$ cat src/rtl/core/nsj_pkg.sv
// ----------------------------------------------------------------------------
// nsj_pkg
// Shared widths, constants and controller/datapath types of the note-start
// jitter block.
// ----------------------------------------------------------------------------
`default_nettype none

package nsj_pkg;

	localparam int TICK_W     = 32;
	localparam int LIMIT_W    = 24;
	localparam int GEN_W      = 64;
	localparam int HALF_W     = GEN_W / 2;
	localparam int CFG_IDX_W  = 2;
	localparam int CFG_DATA_W = 64;
	localparam int DIV_W      = LIMIT_W + 1;
	localparam int SUM_W      = TICK_W + 2;
	localparam int CNT_W      = 6;
	localparam int MUL_STEPS  = 3;
	localparam int DIV_STEPS  = GEN_W;

	localparam logic [CFG_IDX_W-1:0] CFG_LIMIT = CFG_IDX_W'(0);
	localparam logic [CFG_IDX_W-1:0] CFG_SEED  = CFG_IDX_W'(1);

	localparam logic [GEN_W-1:0] GOLDEN_INC = 64'h9E37_79B9_7F4A_7C15;
	localparam logic [GEN_W-1:0] MIX_MUL_A  = 64'hBF58_476D_1CE4_E5B9;
	localparam logic [GEN_W-1:0] MIX_MUL_B  = 64'h94D0_49BB_1331_11EB;
	localparam int SHIFT_A = 30;
	localparam int SHIFT_B = 27;
	localparam int SHIFT_C = 31;

	typedef enum logic [3:0] {
		ST_IDLE,
		ST_ADV,
		ST_MULA,
		ST_MIXA,
		ST_MULB,
		ST_MIXB,
		ST_DIV,
		ST_FIN
	} ctl_state_t;

	// Partial product being accumulated: low*low, high*low, low*high.
	typedef enum logic [1:0] {
		MP_LL,
		MP_HL,
		MP_LH
	} mul_phase_t;

	typedef struct packed {
		logic       load_in;
		logic       advance;
		logic       mul_en;
		mul_phase_t mul_phase;
		logic       mul_sel_b;
		logic       mix_a;
		logic       mix_b;
		logic       div_step;
		logic       load_out;
	} nsj_cmd_t;

	typedef struct packed {
		logic jit_req;
	} nsj_status_t;

endpackage

`default_nettype wire

$ cat src/rtl/core/nsj_ctrl.sv
// ----------------------------------------------------------------------------
// nsj_ctrl
// Sequencer: accepts one transaction, walks a jittered note through generator
// advance, two multiply/mix rounds, the remainder loop; each ends in the clamp.
// ----------------------------------------------------------------------------
`default_nettype none

module nsj_ctrl (
	input  wire logic                clk,
	input  wire logic                arst_n,
	input  wire logic                in_valid,
	output logic                     in_stall,
	output logic                     out_valid,
	input  wire logic                out_stall,
	input  wire nsj_pkg::nsj_status_t status,
	output nsj_pkg::nsj_cmd_t        cmd
);

	nsj_pkg::ctl_state_t state_q, state_d;
	logic [nsj_pkg::CNT_W-1:0] cnt_q, cnt_d;
	logic out_valid_q;

	always_ff @(posedge clk or negedge arst_n) begin
		if (!arst_n) begin
			state_q     <= nsj_pkg::ST_IDLE;
			cnt_q       <= '0;
			out_valid_q <= 1'b0;
		end else begin
			state_q <= state_d;
			cnt_q   <= cnt_d;
			if (cmd.load_out) begin
				out_valid_q <= 1'b1;
			end else if (out_valid_q && !out_stall) begin
				out_valid_q <= 1'b0;
			end
		end
	end

	always_comb begin
		state_d = state_q;
		cnt_d   = cnt_q;
		cmd     = '0;
		case (state_q)
			nsj_pkg::ST_IDLE: begin
				if (in_valid) begin
					cmd.load_in = 1'b1;
					state_d = status.jit_req ? nsj_pkg::ST_ADV : nsj_pkg::ST_FIN;
				end
			end
			nsj_pkg::ST_ADV: begin
				cmd.advance = 1'b1;
				cnt_d = '0;
				state_d = nsj_pkg::ST_MULA;
			end
			nsj_pkg::ST_MULA: begin
				cmd.mul_en    = 1'b1;
				cmd.mul_phase = nsj_pkg::mul_phase_t'(cnt_q[1:0]);
				cnt_d = cnt_q + 1'b1;
				if (cnt_q == nsj_pkg::CNT_W'(nsj_pkg::MUL_STEPS - 1)) begin
					state_d = nsj_pkg::ST_MIXA;
				end
			end
			nsj_pkg::ST_MIXA: begin
				cmd.mix_a = 1'b1;
				cnt_d = '0;
				state_d = nsj_pkg::ST_MULB;
			end
			nsj_pkg::ST_MULB: begin
				cmd.mul_en    = 1'b1;
				cmd.mul_sel_b = 1'b1;
				cmd.mul_phase = nsj_pkg::mul_phase_t'(cnt_q[1:0]);
				cnt_d = cnt_q + 1'b1;
				if (cnt_q == nsj_pkg::CNT_W'(nsj_pkg::MUL_STEPS - 1)) begin
					state_d = nsj_pkg::ST_MIXB;
				end
			end
			nsj_pkg::ST_MIXB: begin
				cmd.mix_b = 1'b1;
				cnt_d = '0;
				state_d = nsj_pkg::ST_DIV;
			end
			nsj_pkg::ST_DIV: begin
				cmd.div_step = 1'b1;
				cnt_d = cnt_q + 1'b1;
				if (cnt_q == nsj_pkg::CNT_W'(nsj_pkg::DIV_STEPS - 1)) begin
					state_d = nsj_pkg::ST_FIN;
				end
			end
			nsj_pkg::ST_FIN: begin
				// hold until the output register is free or being drained
				if (!out_valid_q || !out_stall) begin
					cmd.load_out = 1'b1;
					state_d = nsj_pkg::ST_IDLE;
				end
			end
			default: begin
				state_d = nsj_pkg::ST_IDLE;
			end
		endcase
	end

	assign in_stall  = (state_q != nsj_pkg::ST_IDLE);
	assign out_valid = out_valid_q;

endmodule

`default_nettype wire

$ cat src/rtl/core/nsj_datapath.sv
// ----------------------------------------------------------------------------
// nsj_datapath
// Configuration registers, splitmix64 state, shared 32x32 multiplier,
// bit-serial remainder and the displacement clamp.
// ----------------------------------------------------------------------------
`default_nettype none

module nsj_datapath (
	input  wire logic                                clk,
	input  wire logic                                arst_n,
	input  wire logic                                cfg_we,
	input  wire logic [nsj_pkg::CFG_IDX_W-1:0]       cfg_index,
	input  wire logic [nsj_pkg::CFG_DATA_W-1:0]      cfg_data,
	input  wire logic signed [nsj_pkg::TICK_W-1:0]   tick_in,
	input  wire logic                                is_note,
	input  wire logic                                restart,
	input  wire nsj_pkg::nsj_cmd_t                   cmd,
	output nsj_pkg::nsj_status_t                     status,
	output logic signed [nsj_pkg::TICK_W-1:0]        tick_out
);

	logic [nsj_pkg::LIMIT_W-1:0] limit_q;
	logic [nsj_pkg::GEN_W-1:0]   seed_q;
	logic [nsj_pkg::GEN_W-1:0]   gen_q;
	logic                        jit_q;
	logic [nsj_pkg::TICK_W-1:0]  tick_q;
	logic [nsj_pkg::GEN_W-1:0]   z_q;
	logic [nsj_pkg::GEN_W-1:0]   acc_q;
	logic [nsj_pkg::DIV_W-1:0]   rem_q;
	logic [nsj_pkg::TICK_W-1:0]  tick_out_q;

	logic [nsj_pkg::GEN_W-1:0]  gen_next;
	logic [nsj_pkg::GEN_W-1:0]  mul_const;
	logic [nsj_pkg::HALF_W-1:0] mul_x, mul_y;
	logic [nsj_pkg::GEN_W-1:0]  prod;

	logic [nsj_pkg::DIV_W-1:0]  span;
	logic [nsj_pkg::DIV_W:0]    div_t;
	logic [nsj_pkg::DIV_W-1:0]  rem_d;

	logic [nsj_pkg::DIV_W-1:0]  lim_ext;
	logic                       dpos;
	logic [nsj_pkg::DIV_W-1:0]  dmag;
	logic [nsj_pkg::SUM_W-1:0]  tick_ext, dmag_ext, sum;
	logic [nsj_pkg::SUM_W-1:0]  maxpos_ext;
	logic [nsj_pkg::TICK_W-1:0] clamped, result;

	assign status.jit_req = is_note && (limit_q != '0);

	// configuration and generator state
	always_ff @(posedge clk or negedge arst_n) begin
		if (!arst_n) begin
			limit_q <= '0;
			seed_q  <= '0;
			gen_q   <= '0;
			jit_q   <= 1'b0;
		end else begin
			if (cfg_we) begin
				case (cfg_index)
					nsj_pkg::CFG_LIMIT: limit_q <= cfg_data[nsj_pkg::LIMIT_W-1:0];
					nsj_pkg::CFG_SEED:  seed_q  <= cfg_data;
					default: begin
						// drop writes beyond the register list
					end
				endcase
			end
			if (cmd.load_in) begin
				jit_q <= status.jit_req;
				if (restart) begin
					gen_q <= seed_q;
				end
			end else if (cmd.advance) begin
				gen_q <= gen_next;
			end
		end
	end

	assign gen_next = gen_q + nsj_pkg::GOLDEN_INC;

	// one 32x32 partial product per cycle, low 64 bits kept
	assign mul_const = cmd.mul_sel_b ? nsj_pkg::MIX_MUL_B : nsj_pkg::MIX_MUL_A;
	assign mul_x = (cmd.mul_phase == nsj_pkg::MP_HL) ? z_q[nsj_pkg::GEN_W-1:nsj_pkg::HALF_W]
	                                                 : z_q[nsj_pkg::HALF_W-1:0];
	assign mul_y = (cmd.mul_phase == nsj_pkg::MP_LH)
	             ? mul_const[nsj_pkg::GEN_W-1:nsj_pkg::HALF_W]
	             : mul_const[nsj_pkg::HALF_W-1:0];
	assign prod = {{nsj_pkg::HALF_W{1'b0}}, mul_x} * {{nsj_pkg::HALF_W{1'b0}}, mul_y};

	// restoring remainder, one dividend bit per step
	assign span  = {limit_q, 1'b1};
	assign div_t = {rem_q, z_q[nsj_pkg::GEN_W-1]};
	always_comb begin
		if (div_t >= {1'b0, span}) begin
			rem_d = nsj_pkg::DIV_W'(div_t - {1'b0, span});
		end else begin
			rem_d = div_t[nsj_pkg::DIV_W-1:0];
		end
	end

	always_ff @(posedge clk) begin
		if (cmd.load_in) begin
			tick_q <= tick_in;
		end
		if (cmd.advance) begin
			z_q <= gen_next ^ (gen_next >> nsj_pkg::SHIFT_A);
		end else if (cmd.mix_a) begin
			z_q <= acc_q ^ (acc_q >> nsj_pkg::SHIFT_B);
		end else if (cmd.mix_b) begin
			z_q <= acc_q ^ (acc_q >> nsj_pkg::SHIFT_C);
		end else if (cmd.div_step) begin
			z_q <= {z_q[nsj_pkg::GEN_W-2:0], 1'b0};
		end
		if (cmd.mul_en) begin
			if (cmd.mul_phase == nsj_pkg::MP_LL) begin
				acc_q <= prod;
			end else begin
				acc_q[nsj_pkg::GEN_W-1:nsj_pkg::HALF_W] <=
					acc_q[nsj_pkg::GEN_W-1:nsj_pkg::HALF_W] + prod[nsj_pkg::HALF_W-1:0];
			end
		end
		if (cmd.mix_b) begin
			rem_q <= '0;
		end else if (cmd.div_step) begin
			rem_q <= rem_d;
		end
		if (cmd.load_out) begin
			tick_out_q <= result;
		end
	end

	// displacement = draw - limit, then clamp to [0, max positive tick]
	assign lim_ext  = {1'b0, limit_q};
	assign dpos     = (rem_q >= lim_ext);
	assign dmag     = dpos ? (rem_q - lim_ext) : (lim_ext - rem_q);
	assign tick_ext = {{2{tick_q[nsj_pkg::TICK_W-1]}}, tick_q};
	assign dmag_ext = {{(nsj_pkg::SUM_W - nsj_pkg::DIV_W){1'b0}}, dmag};
	assign sum      = dpos ? (tick_ext + dmag_ext) : (tick_ext - dmag_ext);
	assign maxpos_ext = {{3{1'b0}}, {(nsj_pkg::TICK_W - 1){1'b1}}};

	always_comb begin
		if (sum[nsj_pkg::SUM_W-1]) begin
			clamped = '0;
		end else if (sum > maxpos_ext) begin
			clamped = maxpos_ext[nsj_pkg::TICK_W-1:0];
		end else begin
			clamped = sum[nsj_pkg::TICK_W-1:0];
		end
	end

	assign result   = jit_q ? clamped : tick_q;
	assign tick_out = tick_out_q;

endmodule

`default_nettype wire

$ cat src/rtl/core/note_start_jitter_splitmix.sv
// ----------------------------------------------------------------------------
// note_start_jitter_splitmix
// Note-start humanizer: displaces note ticks by a splitmix64 draw.
// ----------------------------------------------------------------------------
// One event is handled at a time. A note with a nonzero jitter limit keeps the
// sequencer busy after acceptance: it advances the generator, runs two rounds
// through the single shared 32x32 multiplier, three partial products and a
// mix step each, then the bit-serial remainder by 2*limit+1 and the clamp.
// The result is offered in the cycle after the clamp, and the next event can
// then be accepted. Any other event (non-note, or limit zero) goes straight
// from acceptance to the clamp, which passes its tick through unchanged.
// A finished result sits in the output register while the next event is
// accepted; a stalled output register holds the sequencer in its final state.
// Restart reloads the generator from the seed before the event is processed,
// even when no draw follows. Write configuration only while the block is idle.
`default_nettype none

module note_start_jitter_splitmix (
	input  wire logic                              clk,
	input  wire logic                              arst_n,
	input  wire logic                              cfg_we,
	input  wire logic [nsj_pkg::CFG_IDX_W-1:0]     cfg_index,
	input  wire logic [nsj_pkg::CFG_DATA_W-1:0]    cfg_data,
	input  wire logic                              in_valid,
	output logic                                   in_stall,
	input  wire logic signed [nsj_pkg::TICK_W-1:0] tick_in,
	input  wire logic                              is_note,
	input  wire logic                              restart,
	output logic                                   out_valid,
	input  wire logic                              out_stall,
	output logic signed [nsj_pkg::TICK_W-1:0]      tick_out
);

	nsj_pkg::nsj_cmd_t    cmd;
	nsj_pkg::nsj_status_t status;

	nsj_ctrl u_ctrl (
		.clk       (clk),
		.arst_n    (arst_n),
		.in_valid  (in_valid),
		.in_stall  (in_stall),
		.out_valid (out_valid),
		.out_stall (out_stall),
		.status    (status),
		.cmd       (cmd)
	);

	nsj_datapath u_dp (
		.clk       (clk),
		.arst_n    (arst_n),
		.cfg_we    (cfg_we),
		.cfg_index (cfg_index),
		.cfg_data  (cfg_data),
		.tick_in   (tick_in),
		.is_note   (is_note),
		.restart   (restart),
		.cmd       (cmd),
		.status    (status),
		.tick_out  (tick_out)
	);

endmodule

`default_nettype wire

$ cat config.mk
export PLATFORM = sky130hd
export DESIGN_NAME = note_start_jitter_splitmix
export DESIGN_NICKNAME = d
export VERILOG_FILES = /design/src/rtl/core/nsj_pkg.sv /design/src/rtl/core/nsj_ctrl.sv /design/src/rtl/core/nsj_datapath.sv /design/src/rtl/core/note_start_jitter_splitmix.sv
export SDC_FILE = /design/constraint.sdc
export NUM_CORES = 2
export LEC_CHECK = 0
export ABC_AREA = 0
export CORE_ASPECT_RATIO = 0.5
export CORE_MARGIN = 8
export CORE_UTILIZATION = 40
export CTS_CLUSTER_DIAMETER = 30
export DETAILED_ROUTE_END_ITERATION = 6
export DONT_BUFFER_PORTS = 1
export SLEW_MARGIN = 5
export SYNTH_ARGS = -nofsm -noshare
export SYNTH_HDL_FRONTEND = slang
export SYNTH_SLANG_ARGS = --single-unit
$ cat constraint.sdc
create_clock -name clk -period 14.3 [get_ports clk]
set_input_delay 2.145 -clock clk [delete_from_list [all_inputs] [get_ports clk]]
set_output_delay 2.145 -clock clk [all_outputs]
set_load 0.03 [all_outputs]
==> flow_metrics.tcl <==
set metrics [dict create \
    synth_edf_count 192 \
    async_reset_ff_share_pct 42.9 \
    clock_latency_ns 0.64 \
    crit_arrival_ns 13.03 \
    postCtsResizedCells 0 \
    cap_violations 0 \
    post-place-ws_ns 1.81 \
    tns_ns 0 \
    dpl.hpwl_um 153000 \
    clock-sinks 380 \
    synth-warning-count 0 \
    placed_area_um2 58200 \
    power_density_nw_per_um2 115 \
    drive_above_1_share_pct 7.03 \
    postSynthAreaPerCell_um2 9.31 \
    routed_wl_um 187000 \
    core-area_um2 140000 \
    setup_slack_ns 1.65 \
    htreeDepth 3 \
    leakage_nw 29.2 \
    grt_max_degree 164 \
    antenna_found_initial 3 \
    finalHoldViolCount 0 \
    cts_tree "yes" \
    cts_buffers 91 \
    slew_violations 0 \
    startpoint_type "register" \
    crit_required_ns 14.68 \
    switchingPower_mw 3.04 \
    drc 0 \
    crit_slowest_cell "mux2i_1" \
    grt-ovfl-total 0 \
    drt_iter0_drc 3756 \
    nets 7338 \
    ant_nets 0 \
    hold_class "reg2reg" \
    rsz0062_at_grt "false" \
    dieHeight_um 281 \
    drtPass1Iterations 5 \
    yosys.cell_types.count 107 \
    max_slew_margin_pct 9.06 \
    synth_area_um2 56300 \
    cts_root_buf "clkbuf_16" \
    pwr-share-comb_pct 50.8 \
    ys_ff_latch 380 \
    intPower_mw 4.02 \
    final_common_cell "inv_1" \
    synthFlopType "edfxtp_1" \
    viasPerCell 5.53 \
    ir_drop_uv 133 \
    pwr-share-seq_pct 18.5 \
    die_w_um 546 \
    critPathMaxStageDelay_ns 1.14 \
    outcome "completed" \
    yosysSeqAreaShare_pct 18.4 \
    port_buffers 0 \
    cts_setup_buffers 0 \
    ios 139 \
    grt.total_usage_pct 23.9 \
    final_cell_mix "inv_1 (1056), fa_1 (824), nor2_1 (470)" \
    area_growth_syn_to_layout_pct 9.27 \
    p_clk_share_pct 30.6 \
    drt-wirelength-per-cell_um 23.6 \
    grt_pass1_vias 44100 \
    finalCritPeriodShare_pct 88.5 \
    worstPathMaxFanout 28 \
    setup_viol 0 \
    syn-num-nets 7433 \
    grt_pass1_wl_um 281000 \
    switching_share_pct 43.0 \
    whs_ns 0.492 \
    post-route-cell-area_um2 61500 \
    cp-end-kind "register" \
    hold_buffers 0 \
    fin_skew_ns 0.0308 \
    rows 97 \
    vias 43800 \
    clockBufferDepth 3 \
    initial_core_util_pct 40.2 \
    place.gp.congestion 0.979 \
    period_minus_slack_ns 12.65 \
    crit_type "reg2reg" \
    clkSlewWorstSetupHoldPaths_ns 0.05 \
    worst_slew_pin_slew_ns 1.33 \
    die_area_um2 154000 \
    max_freq_ghz 0.0790 \
    postSynthCellCount 6046 \
]
Yosys cell counts, drive strengths merged (32+ instances only):
cell type	n	area (um^2)
clkbuf	200	751
and2	105	659
buf	46	270
xor2	99	867
a31oi	56	357
a21oi	392	1990
o41ai	33	402
dfrtp	163	4080
xnor2	191	1670
o22ai	56	357
nor2b	42	263
nor2	478	1810
nor3	60	327
o21ai	254	1280
nand2	394	1480
and3	38	248
fa	824	16500
a21o	89	668
mux2i	35	350
o21a	39	293
o21bai	32	240
nand3	61	310
inv	1059	3980
a211oi	74	576
nand2b	96	601
edfxtp	192	5770
a22oi	32	240
ha	458	5730
mux2	82	923
per-layer routing:
metal | vias up | part of all wire (%) | GRT usage, %
li1 | 19800 | - | -
met1 | 21900 | 42 | 31.8
met2 | 1721 | 46 | 38.9
met3 | 387 | 7.7 | 4.44
met4 | 2 | 4.4 | 9.08
met5 | - | 0.0059 | 0
stage by stage:
| stage | instances | total power [mW] | util [%] |
|---|---|---|---|
| floorplan | 6046 | 4.05 | - |
| global placement | 7739 | 4.87 | 41.6 |
| detailed placement | 7739 | 4.87 | 41.6 |
| CTS | 7909 | 7.07 | 44.0 |
| global route | 7909 | 7.51 | 44.0 |
| finish | 7912 | 7.06 | 44.0 |
critical path: cells and delay by family (launching register included):
kind / cells / cell delay [ns]
mux: 1 / 1.14
buf+inv: 6 / 1.29
simple gates: 8 / 2.43
xor+xnor: 3 / 0.64
compound gates: 12 / 2.74
flops: 1 / 0.32
fa+ha+maj: 10 / 3.77
kinds of logic (layout without fill, tap and decap cells):
kind of cell	after synthesis	after routing	synth area share (%)
and+or+nand+nor	1407	1407	11.8
other	0	3	0
buffers and inverters	1311	1293	8.92
xor gates and xnor gates	290	290	4.51
DFF	380	380	18.4
adders and majority gates	1283	1283	39.5
muxes	117	117	2.26
AOI/OAI and AO/OA	1258	1258	14.6
state kept, by name, summed over array words and instances, names as in the netlist:
name and cells:
u_dp.acc_q 64, u_dp.gen_q 64, u_dp.seed_q 64, u_dp.z_q 64
u_dp.tick_out 32, u_dp.tick_q 32, u_dp.rem_q 25, u_dp.limit_q 24
u_ctrl.cnt_q 6, u_ctrl.state_q 3, u_ctrl.out_valid 1, u_dp.jit_q 1
layout make-up:
type | count | area, um^2
Clock inverter | 63 | 802
Sequential cell | 380 | 10300
Tap cell | 1881 | 2350
Antenna cell | 3 | 7.51
Fill cell | 13600 | 78300
Clock buffer | 107 | 2470
Timing Repair Buffer | 58 | 435
Inverter | 1065 | 4000
Multi-Input combinational cell | 4355 | 41100
worst paths after layout:
| kind | cells after the start | slack [ns] | from | endpoint |
|---|---|---|---|---|
| min reg2reg | 2 | 0.49 | u_dp.rem_q[2] | u_dp.rem_q[2] |
| max in group asynchronous | 0 | 12.83 | arst_n | u_dp.limit_q[0] |
| min | 2 | 0.49 | u_dp.rem_q[2] | u_dp.rem_q[2] |
| max | 40 | 1.65 | u_ctrl.state_q[2] | u_dp.acc_q[61] |
| max reg2reg | 40 | 1.65 | u_ctrl.state_q[2] | u_dp.acc_q[61] |
| min in group asynchronous | 0 | 1.20 | arst_n | u_dp.seed_q[47] |
power by group through the flow:
stage	Combinational [mW]	Clock, mW	Sequential (mW)
after floorplan	2.75	0	1.30
after global placement	3.54	0	1.33
after detailed placement	3.54	0	1.33
after CTS	3.57	2.19	1.31
after global routing	3.94	2.24	1.32
final	3.59	2.16	1.31
(Power assumes the default switching activity.)
